--- config.mk ---
export PLATFORM = sky130hd
export DESIGN_NAME = illumination_transition_confirmer_core
export DESIGN_NICKNAME = d
export VERILOG_FILES = /design/src/itc_pkg.sv /design/src/itc_cfg_regs.sv /design/src/itc_tracker.sv /design/src/illumination_transition_confirmer_core.sv
export SDC_FILE = /design/constraint.sdc
export NUM_CORES = 1
export LEC_CHECK = 0
export BUFFER_PORTS_ARGS = -buffer_cell sky130_fd_sc_hd__buf_2
export CORE_ASPECT_RATIO = 1.5
export CORE_MARGIN = 2
export CORE_UTILIZATION = 50
export DETAILED_ROUTE_END_ITERATION = 7
export HOLD_SLACK_MARGIN = 0.06
export PLACE_DENSITY = 0.66
export SLEW_MARGIN = 10
export SYNTH_ARGS = -nofsm -noshare
export SYNTH_HDL_FRONTEND = slang
export SYNTH_HIERARCHICAL = 1
export SYNTH_SLANG_ARGS = --single-unit
--- constraint.sdc ---
create_clock -name clk -period 8.5 [get_ports clk]
set_input_delay 0.85 -clock clk [delete_from_list [all_inputs] [get_ports clk]]
set_output_delay 0.85 -clock clk [all_outputs]
set_load 0.005 [all_outputs]
--- src/itc_pkg.sv ---
package itc_pkg;

	localparam int NUM_CLASSES = 4;
	localparam int MASK_W      = NUM_CLASSES;
	localparam int CLASS_W     = $clog2(NUM_CLASSES);
	localparam int STAMP_W     = 32;
	localparam int TALLY_W     = 16;
	localparam int CFG_IDX_W   = 3;
	localparam int CFG_DATA_W  = 32;

	typedef enum logic [2:0] {
		PH_WAIT_PRE  = 3'd0,
		PH_CONF_PRE  = 3'd1,
		PH_WAIT_POST = 3'd2,
		PH_CONF_POST = 3'd3,
		PH_CONFIRMED = 3'd4
	} phase_t;

	typedef enum logic [CFG_IDX_W-1:0] {
		REG_PRE_MASK  = 3'd0,
		REG_POST_MASK = 3'd1,
		REG_PRE_DUR   = 3'd2,
		REG_PRE_MIN   = 3'd3,
		REG_POST_DUR  = 3'd4,
		REG_POST_MIN  = 3'd5
	} reg_idx_t;

	typedef struct packed {
		logic [MASK_W-1:0]  pre_class_mask;
		logic [MASK_W-1:0]  post_class_mask;
		logic [STAMP_W-1:0] pre_duration_ms;
		logic [TALLY_W-1:0] pre_min_events;
		logic [STAMP_W-1:0] post_duration_ms;
		logic [TALLY_W-1:0] post_min_events;
	} cfg_t;

	// Empty mask accepts every class.
	function automatic logic class_ok(input logic [MASK_W-1:0] mask,
			input logic [CLASS_W-1:0] cls);
		return (mask == '0) || mask[cls];
	endfunction

	// A stamp before the start never counts as passed.
	function automatic logic time_passed(input logic [STAMP_W-1:0] now,
			input logic [STAMP_W-1:0] start, input logic [STAMP_W-1:0] dur);
		logic [STAMP_W:0] diff;
		diff = {1'b0, now} - {1'b0, start};
		return !diff[STAMP_W] && (diff[STAMP_W-1:0] > dur);
	endfunction

endpackage

--- src/itc_cfg_regs.sv ---
module itc_cfg_regs
	import itc_pkg::*;
(
	input  logic                  clk,
	input  logic                  arst_n,
	input  logic                  cfg_we,
	input  logic [CFG_IDX_W-1:0]  cfg_index,
	input  logic [CFG_DATA_W-1:0] cfg_data,
	output cfg_t                  cfg
);

	cfg_t cfg_q;

	always_ff @(posedge clk or negedge arst_n) begin
		if (!arst_n) begin
			cfg_q <= '0;
		end else if (cfg_we) begin
			case (reg_idx_t'(cfg_index))
				REG_PRE_MASK:  cfg_q.pre_class_mask   <= cfg_data[MASK_W-1:0];
				REG_POST_MASK: cfg_q.post_class_mask  <= cfg_data[MASK_W-1:0];
				REG_PRE_DUR:   cfg_q.pre_duration_ms  <= cfg_data[STAMP_W-1:0];
				REG_PRE_MIN:   cfg_q.pre_min_events   <= cfg_data[TALLY_W-1:0];
				REG_POST_DUR:  cfg_q.post_duration_ms <= cfg_data[STAMP_W-1:0];
				REG_POST_MIN:  cfg_q.post_min_events  <= cfg_data[TALLY_W-1:0];
				default: ;
			endcase
		end
	end

	assign cfg = cfg_q;

endmodule

--- src/itc_tracker.sv ---
module itc_tracker
	import itc_pkg::*;
(
	input  logic               clk,
	input  logic               arst_n,
	input  logic               step,
	input  logic [STAMP_W-1:0] stamp,
	input  logic [CLASS_W-1:0] cls,
	input  cfg_t               cfg,
	output phase_t             phase_next
);

	phase_t             phase_q, phase_d;
	logic [STAMP_W-1:0] start_q, start_d;
	logic [TALLY_W-1:0] tally_q, tally_d, tally_inc;
	logic               pre_ok, post_ok, pre_done, post_passed, post_done;

	always_comb begin
		pre_ok      = class_ok(cfg.pre_class_mask, cls);
		post_ok     = class_ok(cfg.post_class_mask, cls);
		tally_inc   = (tally_q == '1) ? tally_q : tally_q + 1'b1;
		pre_done    = time_passed(stamp, start_q, cfg.pre_duration_ms)
			&& (tally_inc >= cfg.pre_min_events);
		post_passed = time_passed(stamp, start_q, cfg.post_duration_ms);
		post_done   = post_passed && (tally_inc >= cfg.post_min_events);
	end

	// Entering a confirm phase always restarts the clock, so it can never
	// finish in the same step: a fall-through stops there.
	always_comb begin
		phase_d = phase_q;
		start_d = start_q;
		tally_d = tally_q;
		case (phase_q)
			PH_WAIT_PRE: begin
				if (pre_ok) begin
					phase_d = PH_CONF_PRE;
					start_d = stamp;
					tally_d = TALLY_W'(1);
				end else begin
					phase_d = PH_WAIT_PRE;
					tally_d = '0;
				end
			end
			PH_CONF_PRE: begin
				if (!pre_ok || (pre_done && !post_ok)) begin
					phase_d = PH_WAIT_PRE;
					tally_d = '0;
				end else if (pre_done) begin
					phase_d = PH_CONF_POST;
					start_d = stamp;
					tally_d = TALLY_W'(1);
				end else begin
					tally_d = tally_inc;
				end
			end
			PH_WAIT_POST: begin
				if (post_ok) begin
					phase_d = PH_CONF_POST;
					start_d = stamp;
					tally_d = TALLY_W'(1);
				end else begin
					phase_d = PH_WAIT_PRE;
					tally_d = '0;
				end
			end
			PH_CONF_POST: begin
				if (!post_ok) begin
					phase_d = PH_WAIT_PRE;
					tally_d = '0;
				end else if (post_done) begin
					phase_d = PH_CONFIRMED;
					start_d = stamp;
					tally_d = tally_inc;
				end else begin
					tally_d = tally_inc;
				end
			end
			PH_CONFIRMED: begin
				if (!post_ok || post_passed) begin
					phase_d = PH_WAIT_PRE;
					tally_d = '0;
				end
			end
			default: begin
				phase_d = PH_WAIT_PRE;
				tally_d = '0;
			end
		endcase
	end

	always_ff @(posedge clk or negedge arst_n) begin
		if (!arst_n) begin
			phase_q <= PH_WAIT_PRE;
			start_q <= '0;
			tally_q <= '0;
		end else if (step) begin
			phase_q <= phase_d;
			start_q <= start_d;
			tally_q <= tally_d;
		end
	end

	assign phase_next = phase_d;

endmodule

--- src/illumination_transition_confirmer_core.sv ---
// Illumination transition confirmer. Each request on the s_ side carries one
// observation (s_tdata[31:0] stamp in ms, s_tdata[33:32] class code) and
// yields exactly one result on the m_ side (m_tdata[0] detected, m_tdata[3:1]
// phase after the step: 0 wait pre, 1 confirm pre, 2 wait post, 3 confirm
// post, 4 confirmed). Throughput is one request per clock while the output is
// not stalled; a request passes from the input register to the result register.
// The rate is set by the phase/start/tally update: every observation reads the
// state left by the one before, and that update closes between those two registers.
// The result register decouples the two sides, so one new request can enter the
// input register while a finished result waits. Configuration goes through
// cfg_we/cfg_index/cfg_data (index 0 pre mask, 1 post mask, 2 pre duration, 3
// pre minimum events, 4 post duration, 5 post minimum events; other indexes are
// ignored) and may be written only while no request is in flight. Valid flags,
// configuration and tracker state reset to zero; data registers do not.
module illumination_transition_confirmer_core
	import itc_pkg::*;
(
	input  logic                  clk,
	input  logic                  arst_n,
	input  logic                  s_tvalid,
	output logic                  s_tready,
	input  logic [39:0]           s_tdata,   // stamp_ms[31:0], light_class[33:32], zero
	output logic                  m_tvalid,
	input  logic                  m_tready,
	output logic [7:0]            m_tdata,   // detected[0], phase_now[3:1], zero
	input  logic                  cfg_we,
	input  logic [CFG_IDX_W-1:0]  cfg_index,
	input  logic [CFG_DATA_W-1:0] cfg_data
);

	cfg_t               cfg;
	logic               valid_s1;
	logic [STAMP_W-1:0] stamp_s1;
	logic [CLASS_W-1:0] class_s1;
	logic               out_valid_q;
	phase_t             phase_out_q;
	phase_t             phase_next;
	logic               out_free, step;

	itc_cfg_regs u_cfg (
		.clk       (clk),
		.arst_n    (arst_n),
		.cfg_we    (cfg_we),
		.cfg_index (cfg_index),
		.cfg_data  (cfg_data),
		.cfg       (cfg)
	);

	// Advance the held request into the result register whenever that
	// register is empty or being drained this cycle.
	assign out_free = !out_valid_q || m_tready;
	assign step     = valid_s1 && out_free;
	assign s_tready = !valid_s1 || out_free;

	// Input register: capture a request, drop it once it has stepped.
	always_ff @(posedge clk or negedge arst_n) begin
		if (!arst_n) begin
			valid_s1 <= 1'b0;
		end else if (s_tready) begin
			valid_s1 <= s_tvalid;
		end
	end

	always_ff @(posedge clk) begin
		if (s_tvalid && s_tready) begin
			stamp_s1 <= s_tdata[STAMP_W-1:0];
			class_s1 <= s_tdata[STAMP_W +: CLASS_W];
		end
	end

	itc_tracker u_tracker (
		.clk        (clk),
		.arst_n     (arst_n),
		.step       (step),
		.stamp      (stamp_s1),
		.cls        (class_s1),
		.cfg        (cfg),
		.phase_next (phase_next)
	);

	// Result register: hold while stalled, load the new phase on a step.
	always_ff @(posedge clk or negedge arst_n) begin
		if (!arst_n) begin
			out_valid_q <= 1'b0;
		end else if (out_free) begin
			out_valid_q <= valid_s1;
		end
	end

	always_ff @(posedge clk) begin
		if (step) begin
			phase_out_q <= phase_next;
		end
	end

	assign m_tvalid = out_valid_q;
	assign m_tdata  = {4'b0000, phase_out_q, (phase_out_q == PH_CONFIRMED)};

endmodule

* Yosys cells after proc, flatten, opt, wreduce, memory -nomap -nowiden *
Index checks and enable logic that the tools add are counted.

cells by class
  add/sub/neg operators = 2
  $lt $le $gt $ge = 5
  equal/unequal tests = 18
  mux-type cells = 27
  reductions and logical operators = 31

operators by type and width
  operator                                                                 number
  32-bit 2-to-1 mux                                                        6
  32-bit case mux with 4 select lines                                      1
  16-bit 2-to-1 mux                                                        5
  16-bit case mux with 5 select lines                                      1
  32-bit > comparator                                                      2
  32-bit by 32-bit subtractor with 33-bit output                           1
  16-bit >= comparator                                                     2
  16-bit by 1-bit adder with 16-bit output, second input constant          1
  16-bit == test, second input constant                                    1
  3-bit 2-to-1 mux                                                         5
  3-bit case mux with 5 select lines                                       1
  2-bit AND reduction                                                      7
  3-bit by 2-bit == test with 1-bit output, second input constant          4
  3-bit == test, second input constant                                     4
  2-bit by 1-bit inequality test with 1-bit output, second input constant  6
  4-bit logical NOT                                                        2
  8-bit AND reduction                                                      1
  1-bit logical AND                                                        7
  3-bit by 1-bit == test with 1-bit output, second input constant          2
  3-bit logical NOT                                                        2
  1-bit logical OR                                                         6
  1-bit logical NOT                                                        5
  1-bit 2-to-1 mux                                                         5
  1-bit binary-select mux with 2-bit select                                2
  other kinds (4)                                                          4

word-level totals
  flip-flop bits (word level) = 194
  bits of input ports = 80
  output and inout port bits = 10
  logic and storage cells = 97

* Longest topological paths before layout *
Gate-level depths: netlist (run 1).

  depth after elaboration = 8
  mapped depth = 23
  mapped depth without buffers = 22

* Cells and area by module *
The synthesis (run 1) kept the hierarchy.

modules (own cells, without submodules)
  module                                  times used  cells each  area an instance (um^2)  seq. area each (um^2)
  itc_tracker                             1           821         6901.6                   1276.2
  itc_cfg_regs                            1           224         3938.8                   2602.5
  illumination_transition_confirmer_core  1           51          1256.2                   1161.1

* Worst setup path after synthesis (run 1) *
OpenSTA, ideal clock, no wires.

  path type = reg2reg
  from = register stamp_s1[13]
  to = register u_tracker.start_q[0]
  setup time = 125 ps
  arrival = 5230 ps
  data required time = 8375 ps
  path slack = 3145 ps
  stages on the path, launching flop included = 22
  path buffers = 2
  period minus slack after synthesis = 5355 ps
  cells stage by stage = edfxtp_1 ha_1 buf_4 a211o_2 a211oi_1 nand2b_1 o21a_4 and2_2 o31ai_1 a22oi_1 a221oi_1 xnor2_1 ha_1 nand4_1 nor4_1 o31a_1 o21ai_0 or4_4 a2111o_1 o41ai_4 buf_12 mux2_4

between the ends
  cells in the longest elaborated chain, start to end = 8
  elaborated cells on any way between the ends = 14
  classes of those cells = add/sub: 1; order compare: 2; eq/ne: 3; reduce/logical: 8

RTL lines
  element                                                          RTL line                                      RTL
  start, declared                                                  illumination_transition_confirmer_core.sv:33  logic [STAMP_W-1:0] stamp_s1;
  start signal, assigned                                           illumination_transition_confirmer_core.sv:66  stamp_s1 <= s_tdata[STAMP_W-1:0];
  32-bit by 32-bit subtractor with 33-bit output (*)               itc_pkg.sv:47                                 diff = {1'b0, now} - {1'b0, start};
  32-bit > comparator / 1-bit logical NOT (equally long branches)  itc_pkg.sv:48                                 return !diff[STAMP_W] && (diff[STAMP_W-1:0] > dur);
  1-bit logical AND                                                itc_pkg.sv:48
  1-bit logical AND                                                itc_tracker.sv:23                             && (tally_inc >= cfg.pre_min_events);
  1-bit logical AND                                                itc_tracker.sv:46                             if (!pre_ok || (pre_done && !post_ok)) begin
  1-bit logical OR                                                 itc_tracker.sv:46
  2-bit inequality test (no source line)                           n/a
  8-bit AND reduction (no source line) (*)                         n/a
  end signal, assigned                                             itc_tracker.sv:99                             start_q <= start_d;
  end, declared                                                    itc_tracker.sv:14                             logic [STAMP_W-1:0] start_q, start_d;

Every way passes the cells marked *; elsewhere a longest branch is shown, timed or not.
A chain may end at the register's enable or synchronous reset.

* Worst setup path after layout (run 1) *
  from = register stamp_s1[1]
  to = register u_tracker.start_q[10]

The elaborated chain is that of the path after synthesis.

==> results of run 1 <==
-- final timing paths --
path | end | from | depth (start not counted) | slack [ps]
worst max-delay path | u_tracker/start_q[10]$_DFFE_PN0P_ | stamp_s1[1]$_DFFE_PP_ | 19 | 1830
worst min-delay path | m_tvalid$_DFFE_PN0P_ | arst_n | 1 | 430
worst max register to register | u_tracker/start_q[10]$_DFFE_PN0P_ | stamp_s1[1]$_DFFE_PP_ | 19 | 1830
worst min register to register | u_cfg/cfg[64]$_DFFE_PN0P_ | u_cfg/cfg[64]$_DFFE_PN0P_ | 1 | 500
max in group asynchronous | u_tracker/start_q[10]$_DFFE_PN0P_ | arst_n | 2 | 6560
min in group clk | u_cfg/cfg[64]$_DFFE_PN0P_ | u_cfg/cfg[64]$_DFFE_PN0P_ | 1 | 500
-- placed cells by master, fill, tap and decap left out, drive strengths merged, types with 8 or more instances in the layout --
cell	n
edfxtp	37
ha	129
nor2	38
mux2	137
a21o	24
nand2	39
nand2b	19
nor2b	11
xnor2	23
nor3	19
xor2	12
nand3	24
nor4	12
o21a	15
clkbuf	18
a211oi	12
inv	145
a22o	8
nand4	24
a21oi	66
o21ai	38
buf	83
dfrtp	157
-- worst max-delay path, cell delays in order (launching register included) --
cell and delay [ps]:
edfxtp_1 450, ha_1 310, nor2b_1 210, o31ai_1 130
a211o_1 290, a21oi_1 330, o2111ai_1 250, a211oi_1 450
o21ai_0 270, o311ai_0 650, ha_1 240, nand4_1 190
nor4_1 450, o31a_1 210, o21ai_0 180, or4_4 460
a2111o_1 460, o41ai_4 60, buf_4 570, mux2_4 350
-- per-layer routing --
layer / up-vias / share of wire [%]
met5: - / 0
li1: 4095 / -
met4: 0 / 3.7
met3: 51 / 2.3
met2: 132 / 53
met1: 4049 / 41
-- final cells by class --
class	instances	area, µm²	area share [%]
multi-input combinational	738	6335	47.58
sequential	194	5040	37.86
inverter	140	525.5	3.947
timing repair buffer	83	431.7	3.242
clock buffer	18	429.2	3.224
tap	319	399.1	2.998
clock inverter	14	152.6	1.147
-- kinds of logic after synthesis --
family,synth area share (%)
AO/OA/AOI/OAI,12.04
XOR/XNOR,2.534
adder cells (fa/ha/maj),13.51
buffers and inverters,6.309
flip-flops,41.66
multiplexers,13.98
other,0.03100
AND/OR/NAND/NOR,9.930
-- flip-flops by register name, summed over array words and instances (netlist names) --
signal / flops
phase_out_q: 3
u_cfg/cfg: 104
u_tracker/start_q: 32
class_s1: 2
stamp_s1: 32
u_tracker/tally_q: 16
u_tracker/phase_q: 3
m_tvalid: 1
valid_s1: 1
-- power groups by stage --
stage	combinational, mW	sequential, mW	clock, mW
after floorplan	1.74	1.27	0
after global placement	2.16	1.30	0
after detailed placement	2.21	1.31	0
after CTS	2.23	1.29	0.833
after global routing	2.52	1.32	0.873
final	2.22	1.29	0.812
==> reports/qor.csv, run 1 <==
stage;metric;value;unit
sta;rsz0062_at_grt;false;
power;ir_drop;0.1748;mV
logic_synthesis;synth_common_cells;dfrtp_1 (157), inv_1 (140), ha_1 (129);
power;pwr-share-clk;18.8;%
global_route;met1_usage;24.92;%
detailed_routing;ant_nets;0;
logic_synthesis;synth_area;12100;µm²
sta;finClkSkew;10.17;ps
die;fp.dieW;131;µm
global_route;antenna_found_initial;0;
final_layout;nNetsFinal;1384;
logic_synthesis;synth_flop_cell;dfrtp_1;
global_route;grt_pass1_vias;8640;
power;p_total;4.325;mW
hold_path;worstHoldPathType;in -> async;
critical_path;worst-endpoint-arrival;6990;ps
placement;place_congestion;0.9033;
sta;tns;0;ps
global_route;grt_max_degree;81;
die;die_area;25480;µm²
final_layout;fin_util;56.07;%
die;start_util;50.95;%
global_route;grt_pass1_wl;41980;µm
die;die_h;194.5;µm
clock_network;cts_tree;yes;
logic_synthesis;synthArstFlopShare;80.93;%
detailed_routing;drc;0;
final_layout;fill_cells;2049;
power;p_seq_share;29.8;%
detailed_routing;first_pass_iters;4;
logic_synthesis;synth.top_cell.area_share;32.48;%
power;swShare;39.72;%
sta;setup_viol;0;
final_layout;instances_no_fill;1506;
die;rows;69;
job;drv_cap;0;
sta;hold_viol_final;0;
final_layout;final_cell_area;13310;µm²
die;core-area;23740;µm²
sta;finalMaxSlewViolations;0;
clock_network;cts_inserted_buffers;17;
logic_synthesis;synth_area_leader_cell;dfrtp_1;
die;boundaryPins;90;
logic_synthesis;synthTopCellsByArea;dfrtp_1 (32%), ha_1 (13%), mux2_2 (9.4%), edfxtp_1 (9.2%), inv_1 (4.3%);
logic_synthesis;synth_cell_types;83;
placement;pre_cts_ws;1810;ps
sta;relSlewSlack;28.83;%
run_status;status;complete, no violations;
final_layout;area.growth.synth_to_final;10.05;%
placement;placed_cells;1474;
power;p_leak;6.324;nW
sta;holdWs;429.9;ps
detailed_routing;drt_wl_total;25030;µm
placement;io_buffer_count;79;
final_layout;insertedDiodeCount;0;
clock_network;cts_resized;0;
logic_synthesis;synth.most_common_cell;dfrtp_1;
sta;max_freq;0.1499;GHz
sta;timing.final.crit_share;78.50;%
detailed_routing;vias;8327;
final_layout;drive_gt1_share;22.75;%
sta;worstMarginPinSlew;1061;ps
placement;placed_area;12730;µm²
logic_synthesis;synth_edf_count;37;
logic_synthesis;seq_area_frac_synth;41.66;%
detailed_routing;vias_per_cell;5.529;
critical_path;cp_max_fo;32;
global_route;gr-usage-met3;2.973;%
placement;dp_hpwl;19020;µm
critical_path;start_kind;flop;
critical_path;worst_ep_required_time;8820;ps
global_route;grt_overflow;0;
critical_path;crit_path_end_kind;flop;
critical_path;critPathKind;reg -> reg;
logic_synthesis;ys.warnings.count;6;
power;power_density;324.9;nW/µm²
clock_network;holdBufCountCts;0;
global_route;top_usage_layer;met2;
clock_network;cts_max_level;4;
clock_network;post_cts_buffers;0;
clock_network;clk_latency;440;ps
power;p_comb_share;51.4;%
power;p_sw;1.718;mW
logic_synthesis;syn_area_per_cell;11.04;µm²
global_route;grt_util_met2;37.25;%
global_route;globalRouteTotalUtil;21.11;%
power;intPower;2.607;mW
detailed_routing;drt_iter0_drc;344;
clock_network;clk_pin_slew;70;ps
detailed_routing;wl_per_cell;16.62;µm
clock_network;cts_root_buffer;clkbuf_16;
clock_network;clock_sinks;194;
logic_synthesis;synth-seq-cells;194;
clock_network;clockBufferDepth;2;
sta;setup_slack;1828;ps
sta;period_minus_slack;6672;ps
logic_synthesis;synth_cells;1096;
(Power assumes the default switching activity.)
==> run 2, diff against run 1 <==
Settings changed: PLACE_DENSITY 0.66 to 0.69.
Clock period 8.5 ns to 5.6 ns, I/O delays scaled along.
==> run 2 against run 1 <==
Against the previous run:
- worst hold slack worse by 140 ps
- largest power group unchanged
- critical path depth up 3
- global-route usage up 0.99 points
- sequential share of layout area down 2.3 points
- combinational power up 82%
- wire length up 7.9%
- clock power up 56%
- first-iteration DRC count up 12%
- register-to-register slack worse by 1800 ps
- fmax up 21%
- final cell count up 5.4%
- clock skew up 1.0 ps
==> reports/qor.csv, run 2 (synthesized netlist as in run 1, its figures left out) <==
stage;metric;value;unit;change
die;fp.dieW;131;µm;unchanged
critical_path;crit_slowest_cell;or4_4;;
clock_network;cts_root_buffer;clkbuf_16;;
clock_network;clk_latency;440;ps;about the same
critical_path;worstSetupStartpoint;stamp_s1[2]$_DFFE_PP_;;
critical_path;crit_chain;ha_1 -> o21a_1 -> o31ai_1 -> a211o_1 -> a21oi_2 -> o2111ai_2 -> a211oi_2 -> o21ai_2 -> nand3_1 -> o311ai_1 -> buf_4 -> ha_1 -> nand4_1 -> nor4_2 -> o31a_1 -> o21ai_2 -> or4_4 -> a2111o_1 -> o41ai_4 -> buf_6 -> bufbuf_16 -> mux2_4;;
sta;holdWs;286.8;ps;-143.0 ps
die;rows;69;;unchanged
detailed_routing;wl_per_cell;17.01;µm;+2.4%
clock_network;clock_sinks;194;;unchanged
power;ir_drop;0.2488;mV;+42%
critical_path;start_kind;flop;;
sta;tns;0;ps;unchanged
die;boundaryPins;90;;unchanged
detailed_routing;vias_per_cell;5.526;;about the same
clock_network;clk_pin_slew;70;ps;about the same
global_route;grt_pass1_wl;44060;µm;+5.0%
sta;finClkSkew;11.19;ps;+1.020 ps
sta;hold_viol_final;0;;unchanged
final_layout;mostFrequentLayoutCells;dfrtp_1 (157), inv_1 (140), ha_1 (128);;
power;power_density;511.2;nW/µm²;+57%
final_layout;area.growth.synth_to_final;17.28;%;
final_layout;fin_util;59.76;%;+3.7 points
global_route;grt_overflow;0;;unchanged
sta;max_freq;0.1811;GHz;+21%
critical_path;critPathTopFamily;compound AO/OA/AOI/OAI gates;;
critical_path;worst-endpoint-arrival;5840;ps;-1150 ps
sta;finalMaxSlewViolations;0;;unchanged
critical_path;worst_ep_required_time;5920;ps;-2900 ps
detailed_routing;drt_iter0_drc;384;;+12%
die;die_area;25480;µm²;unchanged
global_route;grt_pass1_vias;9097;;+5.3%
hold_path;worstHoldPathType;in -> reg;;
detailed_routing;drc;0;;unchanged
critical_path;crit_path_end_kind;flop;;
sta;period_minus_slack;5523;ps;-1150 ps
hold_path;min_from;s_tdata[17];;
power;p_total;7.252;mW;+68%
final_layout;insertedDiodeCount;0;;unchanged
sta;worstMarginPinSlew;956.3;ps;-104.8 ps
detailed_routing;vias;8775;;+5.4%
critical_path;cp_max_fo;8;;-75%
global_route;antenna_found_initial;0;;unchanged
clock_network;cts_inserted_buffers;17;;unchanged
die;die_h;194.5;µm;unchanged
final_layout;drive_gt1_share;29.47;%;+6.7 points
final_layout;largest_reg_flops;104;;unchanged
die;start_util;50.95;%;unchanged
clock_network;clockBufferDepth;2;;unchanged
final_layout;nNetsFinal;1466;;+5.9%
placement;io_buffer_count;79;;unchanged
global_route;grt_max_degree;62;;-23%
sta;setup_viol;0;;unchanged
placement;place_congestion;0.8590;;-4.9%
sta;relSlewSlack;36.01;%;+7.2 points
job;drv_cap;0;;unchanged
clock_network;cts_tree;yes;;
sta;timing.final.crit_share;98.62;%;+20 points
clock_network;cts_max_level;4;;unchanged
detailed_routing;ant_nets;0;;unchanged
critical_path;slowest_delay;430;ps;-220 ps
final_layout;final_common_cell;dfrtp_1;;
critical_path;rr_startpoint;stamp_s1[2]$_DFFE_PP_;;
detailed_routing;first_pass_iters;4;;unchanged
sta;rsz0062_at_grt;true;;
critical_path;critPathKind;reg -> reg;;
run_status;status;complete, no violations;;
global_route;globalRouteTotalUtil;22.10;%;+0.99 points
placement;dp_hpwl;19930;µm;+4.8%
power;p_leak;6.800;nW;+7.5%
die;core-area;23740;µm²;unchanged
critical_path;path_buf_inv;3;;+2
detailed_routing;drt_wl_total;27010;µm;+7.9%
[run 2: final cells by class]
class | count | area, µm²
Inverter | 140 | 525.5
Timing Repair Buffer | 165 | 1120
Sequential cell | 194 | 5040
Clock inverter | 11 | 152.6
Multi-Input combinational cell | 738 | 6500
Tap cell | 319 | 399.1
Clock buffer | 21 | 450.4
Fill cell | 1972 | 9554
[run 2: where the power goes]
part           switching [mW]  total [mW]  leakage, nW  internal (mW)
combinational            2.09        4.03         4.24           1.94
sequential              0.188        1.95         2.27           1.77
clock                   0.550        1.27        0.297          0.721
[run 2: metrics by stage]
stage / setup WS, ps / cell area [µm²] / cells
after detailed placement: -328.5 / 13290 / 1547
after global placement: -203.7 / 13290 / 1547
after CTS: 17.68 / 14060 / 1585
final: 77.33 / 14190 / 1588
after floorplan: 245.1 / 12110 / 1099
after global routing: -94.95 / 14190 / 1588
[run 2: per-layer routing]
metal	up-vias	routed length, µm	GRT usage (%)	share of wire, %
met5	-	0	0	0
met4	0	1023	9.732	3.8
met3	54	773	3.771	2.9
met2	150	14600	39.93	54
met1	4336	10610	24.98	39
li1	4235	-	-	-
[run 2: what timing repair did]
item | in CTS | in global routing
hold buffers | 1 | 0
hold endpoints to repair | 29 | 0
endpoints found under the setup margin | 47 | 47
cloned | 3 | 0
pin swaps | 8 | 14
gates resized for setup | 15 | 20
setup buffers | 2 | 3
[run 2: worst paths after layout]
path,depth (start not counted),endpoint,slack (ps)
max,22,u_tracker/start_q[24]$_DFFE_PN0P_,80
min,1,stamp_s1[17]$_DFFE_PP_,290
max reg2reg,22,u_tracker/start_q[24]$_DFFE_PN0P_,80
min reg2reg,1,u_cfg/cfg[41]$_DFFE_PN0P_,500
max in group asynchronous,3,u_cfg/cfg[51]$_DFFE_PN0P_,3860
min in group asynchronous,2,u_tracker/start_q[28]$_DFFE_PN0P_,600
[run 2: worst register-to-register path, delay by kind of cell, from the launching register on]
kind	cells	cell delay (ps)
flops	1	410
buf+inv	3	630
mux	1	310
fa+ha+maj	2	620
simple gates	4	1150
compound gates	12	2300
